[src/hdl/spq_pkg.sv]
package spq_pkg;

  // storage geometry
  localparam int unsigned Depth = 16;
  localparam int unsigned Width = 32;
  localparam int unsigned CntW  = $clog2(Depth + 1);
  localparam int unsigned IdxW  = $clog2(Depth);

  typedef enum logic [1:0] {
    ACT_PUSH = 2'd0,
    ACT_POP  = 2'd1,
    ACT_READ = 2'd2,
    ACT_NOP  = 2'd3
  } action_e;

  typedef enum logic [1:0] {
    ST_OK    = 2'd0,
    ST_FULL  = 2'd1,
    ST_EMPTY = 2'd2,
    ST_RANGE = 2'd3
  } status_e;

  // broadcast to every cell of the chain
  typedef struct packed {
    logic                    push;
    logic                    pop;
    logic signed [Width-1:0] value;
  } cell_ctrl_t;

endpackage

[src/hdl/spq_cell.sv]
module spq_cell (
  input  logic                            clk_i,
  input  spq_pkg::cell_ctrl_t             ctrl_i,
  input  logic                            occupied_i,
  input  logic                            tail_i,
  input  logic signed [spq_pkg::Width-1:0] left_entry_i,
  input  logic                            left_gt_i,
  input  logic signed [spq_pkg::Width-1:0] right_entry_i,
  output logic signed [spq_pkg::Width-1:0] entry_o,
  output logic                            gt_o
);
  import spq_pkg::*;

  logic signed [Width-1:0] entry_q, entry_d;

  // stored entry is greater than the value being pushed
  assign gt_o    = occupied_i && (entry_q > ctrl_i.value);
  assign entry_o = entry_q;

  always_comb begin
    entry_d = entry_q;
    if (ctrl_i.push) begin
      if (left_gt_i) begin
        // insertion point is to the left, shift right
        entry_d = left_entry_i;
      end else if (gt_o || tail_i) begin
        // first greater entry or the free slot takes the new value
        entry_d = ctrl_i.value;
      end
    end else if (ctrl_i.pop) begin
      entry_d = right_entry_i;
    end
  end

  always_ff @(posedge clk_i) begin
    entry_q <= entry_d;
  end

endmodule

[src/hdl/sorted_priority_queue_top.sv]
// Sorted priority queue of up to Depth signed values, kept in ascending order in
// a row of cells. A push inserts after all stored values that are not greater,
// so equal values leave in arrival order; a pop returns the smallest value; a
// read returns the value at a position without changing anything. Each input
// transaction gives exactly one result transaction carrying the count after it
// and a status (ok, push dropped because full, pop from empty, index out of
// range). Action code 3 is ignored and reports ok with the current count.
// Throughput is one transaction per clock while results are taken: every cell
// compares its entry with the pushed value in parallel and shifts with its
// neighbor in the same cycle, so the whole array updates at once. The output
// register shows each result in the cycle after its transaction; input ready
// is high whenever that register is empty or being drained in the same cycle.
// No clearing is needed after reset: only positions below the count are read.
module sorted_priority_queue_top (
  input  logic                            clk_i,
  input  logic                            rst_ni,
  input  logic                            in_valid_i,
  output logic                            in_ready_o,
  input  logic [1:0]                      action_i,
  input  logic signed [spq_pkg::Width-1:0] value_i,
  input  logic [spq_pkg::IdxW-1:0]        index_i,
  output logic                            out_valid_o,
  input  logic                            out_ready_i,
  output logic signed [spq_pkg::Width-1:0] result_value_o,
  output logic [spq_pkg::CntW-1:0]        count_o,
  output logic [1:0]                      status_o
);
  import spq_pkg::*;

  // occupancy of the cell chain
  logic [CntW-1:0] cnt_q, cnt_d;

  // output register
  logic                    out_valid_q;
  logic signed [Width-1:0] res_value_q;
  logic [CntW-1:0]         res_count_q;
  status_e                 res_status_q;

  // item decode
  action_e                 act;
  logic                    in_fire;
  logic                    push_en, pop_en;
  logic signed [Width-1:0] res_value_d;
  status_e                 res_status_d;
  cell_ctrl_t              ctrl;

  // chain wiring
  logic signed [Width-1:0] entry_w [Depth];
  logic [Depth-1:0]        gt_w;

  assign act        = action_e'(action_i);
  assign in_ready_o = !out_valid_q || out_ready_i;
  assign in_fire    = in_valid_i && in_ready_o;

  // one decision per transaction, taken on the state before it
  always_comb begin
    cnt_d        = cnt_q;
    push_en      = 1'b0;
    pop_en       = 1'b0;
    res_value_d  = '0;
    res_status_d = ST_OK;
    unique case (act)
      ACT_PUSH: begin
        if (cnt_q == CntW'(Depth)) begin
          res_status_d = ST_FULL;
        end else begin
          push_en = 1'b1;
          cnt_d   = cnt_q + 1'b1;
        end
      end
      ACT_POP: begin
        if (cnt_q == '0) begin
          res_status_d = ST_EMPTY;
        end else begin
          pop_en      = 1'b1;
          res_value_d = entry_w[0];
          cnt_d       = cnt_q - 1'b1;
        end
      end
      ACT_READ: begin
        if (CntW'(index_i) >= cnt_q) begin
          res_status_d = ST_RANGE;
        end else begin
          res_value_d = entry_w[index_i];
        end
      end
      ACT_NOP: begin
      end
    endcase
  end

  assign ctrl.push  = push_en && in_fire;
  assign ctrl.pop   = pop_en && in_fire;
  assign ctrl.value = value_i;

  // row of cells, head (smallest) at position zero
  for (genvar i = 0; i < Depth; i++) begin : g_cell
    logic signed [Width-1:0] left_entry, right_entry;
    logic                    left_gt;

    if (i == 0) begin : g_head
      assign left_entry = value_i;
      assign left_gt    = 1'b0;
    end else begin : g_body
      assign left_entry = entry_w[i-1];
      assign left_gt    = gt_w[i-1];
    end

    if (i == Depth - 1) begin : g_last
      assign right_entry = entry_w[i];
    end else begin : g_inner
      assign right_entry = entry_w[i+1];
    end

    spq_cell u_cell (
      .clk_i         (clk_i),
      .ctrl_i        (ctrl),
      .occupied_i    (CntW'(i) < cnt_q),
      .tail_i        (CntW'(i) == cnt_q),
      .left_entry_i  (left_entry),
      .left_gt_i     (left_gt),
      .right_entry_i (right_entry),
      .entry_o       (entry_w[i]),
      .gt_o          (gt_w[i])
    );
  end

  always_ff @(posedge clk_i or negedge rst_ni) begin
    if (!rst_ni) begin
      cnt_q       <= '0;
      out_valid_q <= 1'b0;
    end else begin
      if (in_fire) begin
        cnt_q <= cnt_d;
      end
      if (in_fire) begin
        out_valid_q <= 1'b1;
      end else if (out_ready_i) begin
        out_valid_q <= 1'b0;
      end
    end
  end

  // result payload, loaded with each accepted transaction
  always_ff @(posedge clk_i) begin
    if (in_fire) begin
      res_value_q  <= res_value_d;
      res_count_q  <= cnt_d;
      res_status_q <= res_status_d;
    end
  end

  assign out_valid_o    = out_valid_q;
  assign result_value_o = res_value_q;
  assign count_o        = res_count_q;
  assign status_o       = res_status_q;

  // occupancy never exceeds the number of cells
  a_cnt_bound: assert property (@(posedge clk_i) disable iff (!rst_ni)
    cnt_q <= CntW'(Depth))
    else $error("entry count above depth");

  // the two smallest entries stay in order
  a_head_sorted: assert property (@(posedge clk_i) disable iff (!rst_ni)
    cnt_q >= CntW'(2) |-> entry_w[0] <= entry_w[1])
    else $error("head entries out of order");

  // an accepted push with room grows the queue by one
  a_push_count: assert property (@(posedge clk_i) disable iff (!rst_ni)
    ctrl.push |=> cnt_q == $past(cnt_q) + 1'b1)
    else $error("push did not grow the queue");

  // a full-queue result always reports a full count
  a_full_count: assert property (@(posedge clk_i) disable iff (!rst_ni)
    out_valid_o && status_o == ST_FULL |-> count_o == CntW'(Depth))
    else $error("full status with count below depth");

  // an accepted transaction always leaves a result waiting
  a_result_held: assert property (@(posedge clk_i) disable iff (!rst_ni)
    in_fire |=> out_valid_q)
    else $error("accepted transaction produced no result");

endmodule
[config.mk]
export PLATFORM = sky130hd
export DESIGN_NAME = sorted_priority_queue_top
export DESIGN_NICKNAME = d
export VERILOG_FILES = /design/src/hdl/spq_pkg.sv /design/src/hdl/spq_cell.sv /design/src/hdl/sorted_priority_queue_top.sv
export SDC_FILE = /design/constraint.sdc
export NUM_CORES = 2
export LEC_CHECK = 0
export BUFFER_PORTS_ARGS = -buffer_cell sky130_fd_sc_hd__buf_2
export CORE_ASPECT_RATIO = 0.8
export CORE_UTILIZATION = 35
export CTS_CLUSTER_SIZE = 14
export DETAILED_ROUTE_END_ITERATION = 10
export PLACE_DENSITY = 0.6
export SYNTH_ARGS = -nofsm -noshare
export SYNTH_HDL_FRONTEND = slang
export SYNTH_SLANG_ARGS = --single-unit
export TNS_END_PERCENT = 100
[constraint.sdc]
create_clock -name clk_i -period 5.34 [get_ports clk_i]
set_input_delay 1.068 -clock clk_i [delete_from_list [all_inputs] [get_ports clk_i]]
set_output_delay 1.068 -clock clk_i [all_outputs]
set_load 0.03 [all_outputs]
Word level (Yosys, flattened, before mapping) --
Index checks and enable logic that the tools add are counted. W data, S select, Z words.
Storage, ports and cells: bits of input ports 42, output and inout bits 41, register bits 557, word-level logic and storage cells 229
Cells by class: add/subtract/negate cells 2, muxes and demuxes 80, order comparisons 34, reduce and logical (&&, ||, !) cells 58, eq/ne operators 33, bitwise gates (word level) 1
Operators with widths (number):
- $mux W32 | 65
- $gt A32 B32 Y1 | 16
- $bmux W32 S4 | 1
- $pmux W32 S2 | 1
- $ne A3 B1 Y1 const B | 14
- $eq A4 B5 Y1 const A | 8
- $lt A4 B5 Y1 const A | 8
- $reduce_and A2 Y1 | 16
- $eq A3 B5 Y1 const A | 4
- $lt A3 B5 Y1 const A | 4
- $logic_and A1 B1 Y1 | 19
- $logic_or A1 B1 Y1 | 17
- $eq A2 B5 Y1 const A | 2
- $lt A1 B5 Y1 const A | 2
- $lt A2 B5 Y1 const A | 2
- $mux W5 | 2
- $pmux W5 S2 | 1
- $mux W1 | 7
- $pmux W2 S3 | 1
- $reduce_bool A2 Y1 | 3
- $add A5 B1 Y5 const B | 1
- $eq A1 B5 Y1 const A | 1
- $eq A5 B5 Y1 const B | 1
- $ge A4 B5 Y1 | 1
- other kinds (10) | 11

Depth between registers and ports, before layout --
word-level depth 6, depth in mapped cells 15, gate-level depth less buffers 10

Cells and area by module --
From an unflattened synthesis, not the netlist that was laid out.
Second synthesis, totals: cell total of the unflattened synthesis 4685, area total of the unflattened synthesis 45488.6 µm²
Modules (own cells, without submodules):
- spq_cell (g_cell[0].u_cell ...) | area each 2449.8 µm², sequential area each 960.9 µm², cells each 261, instances 12
- spq_cell (g_cell[6].u_cell ...) | area each 2451.1 µm², sequential area each 960.9 µm², cells each 259, instances 4
- sorted_priority_queue_top | area each 6286.0 µm², sequential area each 1321.3 µm², cells each 517, instances 1

Worst setup path before layout --
OpenSTA, ideal clock, no wires.
path kind input port to flip-flop, from input value_i[1] in the netlist's numbering, to register g_cell[1].u_cell.entry_q[0], enable pin, path slack -516 ps, data required time 4899 ps, arrival time 5415 ps, library setup time 441 ps, buffers on the path 2, stages 12, path through clkbuf_1 > inv_1 > ha_1 > nor2b_1 > o211ai_1 > a21oi_1 > or4b_1 > a21oi_2 > mux2i_4 > buf_6 > a21oi_1 > a31oi_1
Between the ends: longest elaborated chain between the ends 5, elaborated cells on any way between the ends 7, classes of those cells order compare (2); eq/ne (1); reduce/logical (4)
RTL lines:
- start: declaration | RTL line sorted_priority_queue_top.sv:20 | input logic signed [spq_pkg::Width-1:0] value_i,
- $gt A32 B32 Y1 | RTL line spq_cell.sv:17 | assign gt_o = occupied_i && (entry_q > ctrl_i.value);
- $logic_and A1 B1 Y1 | RTL line spq_cell.sv:17
- $logic_or A1 B1 Y1 | RTL line spq_cell.sv:26 | end else if (gt_o || tail_i) begin
- $ne A3 B1 Y1 (no source line) (*)
- $reduce_and A2 Y1 (no source line) (*)
- end signal: assignment | RTL line spq_cell.sv:36 | entry_q <= entry_d;
- end: declaration | RTL line spq_cell.sv:14 | logic signed [Width-1:0] entry_q, entry_d;
Mark *: on every way between the ends. The rest lies on a longest branch, timed or not. A chain may end at the register's enable or synchronous reset.

Worst setup path after layout --
from input value_i[14] in the netlist's numbering, to register g_cell[5].u_cell.entry_q[4], data pin
Between the ends: longest elaborated chain between the ends 4
RTL lines:
- $gt A32 B32 Y1 | RTL line spq_cell.sv:17
- $logic_and A1 B1 Y1 | RTL line spq_cell.sv:17
- $mux W32 | RTL line spq_cell.sv:23 | if (left_gt_i) begin
- $mux W32 | RTL line spq_cell.sv:22 | if (ctrl_i.push) begin
- net g_cell[5].u_cell.entry_d[4] | RTL line spq_cell.sv:14
- end signal: assignment | RTL line spq_cell.sv:36
- end: declaration | RTL line spq_cell.sv:14
The timed path passes the listed nets, and every way through them passes these cells.

==> metrics.csv <==
metric;value;unit
Max IR drop VDD;0.000187;V
Synth warnings;0;
Slew Limit Fails;0;
Post-Synth XOR/XNOR Area;0.000407;
initial antenna violation count;13;
met2 wire len;66500;um
overall power;16.1;mW
drt drc;0;
clock sinks;557;
RSZ-0062 raised after global routing;false;
clock tree buffer depth;3;
prevailing post-synth register cell;edfxtp_1;
Min-Delay Path Class;input port to asynchronous set/reset pin;
GPL Wtd Cong;0.999;
mux contribution to synthesized area;0.156;
Initial DRT Pass Iterations;6;
Simple-Gate Fraction of Synth Area;0.114;
Worst Path Buf+Inv;5;
PwrDens;326;mW/mm2
antenna-violating nets left;0;
Core Rows;114;
via count;36292;
post-DR wirelength/cell;28.5;um
Synth Register Bits;557;
WL met1;71600;um
post-synthesis compound-gate area fraction;0.154;
hpwl dp;126000;um
WP data required;5710;ps
Top Metal Used;met5;
main combinational cell family by area after synthesis;multiplexers;
worst-path fanout max;21;
minimum clock period;4920;ps
setup TNS;0;ps
core area;0.121;mm2
final non-filler cell total;5825;
IO Port Bufs;82;
post-synth cell types;72;
Post-Route WL;166000;um
crit path DAT;5290;ps
die height;316;um
Nets;4714;
die width;394;um
asr flop ratio synth;0.0108;
Final setup viols;0;
Clk Latency, worst-skew pair;650;ps
placed cell count;5701;
post-synthesis sequential area ratio;0.388;
Max Freq;0.203;GHz
Slew Limit Headroom;0.156;
Reg clk slew, reported paths;60;ps
total of max-cap violations;0;
layout cells sized above 1;0.161;
CP max stage delay;1100;ps
overall routing resource usage;0.261;
TritonCTS clock tree;yes;
crit path cell chain;buf_2, inv_1, buf_4, buf_4, ha_1, nand4_1, nor3_1, a21boi_0, o41a_1, nor3_1, o21ai_4, buf_12, nor2_1, a221o_1;
post-synthesis adder-cell area fraction;0.152;
initial core utilization;0.355;
CP Capture Type;register;
IO Pins;83;
final period utilization;0.921;
CTS buffer count;68;
# Post-CTS Setup Buffers;0;
Hold Buf Count CTS;0;
syn nets;4567;
cts repair resizes;0;
initial DRC count;5438;
Worst path top cell family by delay;simple AND/OR/NAND/NOR gates;
Final Hold Fails;0;
CP Class;input port to register;
Worst setup SP type;input port;
area growth from synthesis to layout;14.8;%
Syn Inst Count;4000;
Finished Core Util;0.408;
status;finished, final reports clean;
Die ar.;0.125;mm2
P_leak;19.8;nW
mapped cell area;0.0431;mm2
Fillers;11561;
vias in the first global route;33247;
EDFF count, synth;551;
slowest stage cell on the critical path;nor3_1;
largest net degree at the start of global routing;103;
first-pass GRT wire length;238000;um
metal3 WL;24600;um
Vias per Instance;6.23;
Congestion Overflow GR;0;
mean area per synthesized cell;10.8;um2
Worst-Margin Slew;1260;ps
clk root buf;clkbuf_16;
htree depth;3;
Setup Skew;35.8;ps
==> metal layers <==
layer,GRT usage,vias to the layer above
met5,0,-
met4,0.0562,12
met3,0.0852,216
met2,0.361,2266
met1,0.389,17883
li1,-,15915
==> registers in the layout (all words and copies together), names as in the netlist <==
| name | cells |
|---|---|
| g_cell.u_cell.entry_o | 512 |
| cnt_q | 5 |
| result_value_o | 32 |
| count_o | 5 |
| status_o | 2 |
| out_valid_o | 1 |
==> cells in the mapped netlist, types with 5 or more instances <==
master | number | area [um2]
nor2_1 | 345 | 1290
a211oi_1 | 11 | 82.6
a31oi_1 | 21 | 131
inv_1 | 80 | 300
o211ai_1 | 24 | 180
a221oi_1 | 18 | 158
nor3_1 | 28 | 140
buf_2 | 87 | 435
a22oi_1 | 34 | 255
clkbuf_1 | 128 | 480
ha_1 | 525 | 6570
nand3_1 | 43 | 215
and4_1 | 14 | 123
buf_6 | 5 | 56.3
buf_1 | 22 | 82.6
buf_4 | 12 | 90.1
a21boi_0 | 5 | 37.5
mux2_2 | 37 | 417
dfrtp_1 | 6 | 150
o21ai_0 | 223 | 1120
nor4_1 | 18 | 113
edfxtp_1 | 551 | 16500
mux4_2 | 160 | 3600
a41oi_1 | 5 | 43.8
nand2b_1 | 7 | 43.8
a221o_1 | 188 | 1880
a21oi_1 | 333 | 1670
o21a_1 | 7 | 52.6
a21o_1 | 81 | 608
nand4_1 | 107 | 669
nor2b_1 | 54 | 338
o21ai_1 | 9 | 45.0
a2111o_1 | 5 | 56.3
mux2i_1 | 262 | 2620
nand2_1 | 472 | 1770
==> layout by cell type, fill, tap and decap left out, types with 160 or more instances in the layout <==
cell      Yosys  layout
a21oi_1     333     332
a221o_1     188     188
buf_4        12     198
nand2_1     472     471
o21ai_0     223     223
edfxtp_1    551     551
mux4_2      160     160
ha_1        525     525
mux2i_1     262     260
nor2_1      345     345
==> final timing paths <==
path                             start                           end  slack, ps  cells after the start
max in group asynchronous       rst_ni                      cnt_q[3]       4890                      1
setup reg to reg              cnt_q[1]  g_cell[7].u_cell.entry_o[20]        990                      9
setup / recovery           value_i[14]   g_cell[5].u_cell.entry_o[4]        420                     14
hold reg to reg            out_valid_o                   out_valid_o        520                      2
hold / removal                  rst_ni                   out_valid_o        260                      1
min in group clk_i         out_valid_o                   out_valid_o        520                      2
==> per-stage QoR <==
stage,instance area [um2],setup slack (ps),hold slack (ps)
2_1_floorplan,43100,-407,540
3_3_place_gp,47300,74.9,504
3_5_place_dp,47300,20.7,514
4_1_cts,49500,670,242
5_1_grt,49500,390,262
6_report,49500,420,264
==> final cells by class <==
| cell class | instances | area [um2] | area share |
|---|---|---|---|
| clock buffer | 89 | 1850 | 0.0375 |
| clock inverter | 34 | 294 | 0.00594 |
| tap | 1624 | 2030 | 0.0411 |
| sequential | 557 | 16700 | 0.338 |
| antenna | 1 | 2.50 | 0.0000506 |
| timing repair buffer | 337 | 3050 | 0.0617 |
| inverter | 81 | 304 | 0.00615 |
| multi-input combinational | 3102 | 25200 | 0.510 |
==> logic make-up (layout without fill, tap and decap cells) <==
kind of cell               count (synthesis)  in the layout
DFF                                      557            557
other                                      0              1
buffers and inverters                    341            541
xor gates and xnor gates                   2              2
adders and majority gates                525            525
and+or+nand+nor                         1116           1116
AOI/OAI and AO/OA                        996            996
muxes                                    463            463
==> power by group <==
group / internal [mW] / total, mW / switching [mW]
Clock: 2.65 / 4.68 / 2.03
Combinational: 2.27 / 5.85 / 3.58
Sequential: 5.24 / 5.58 / 0.337
Total: 10.2 / 16.1 / 5.94
No activity file was read; power rests on OpenSTA's default activity.
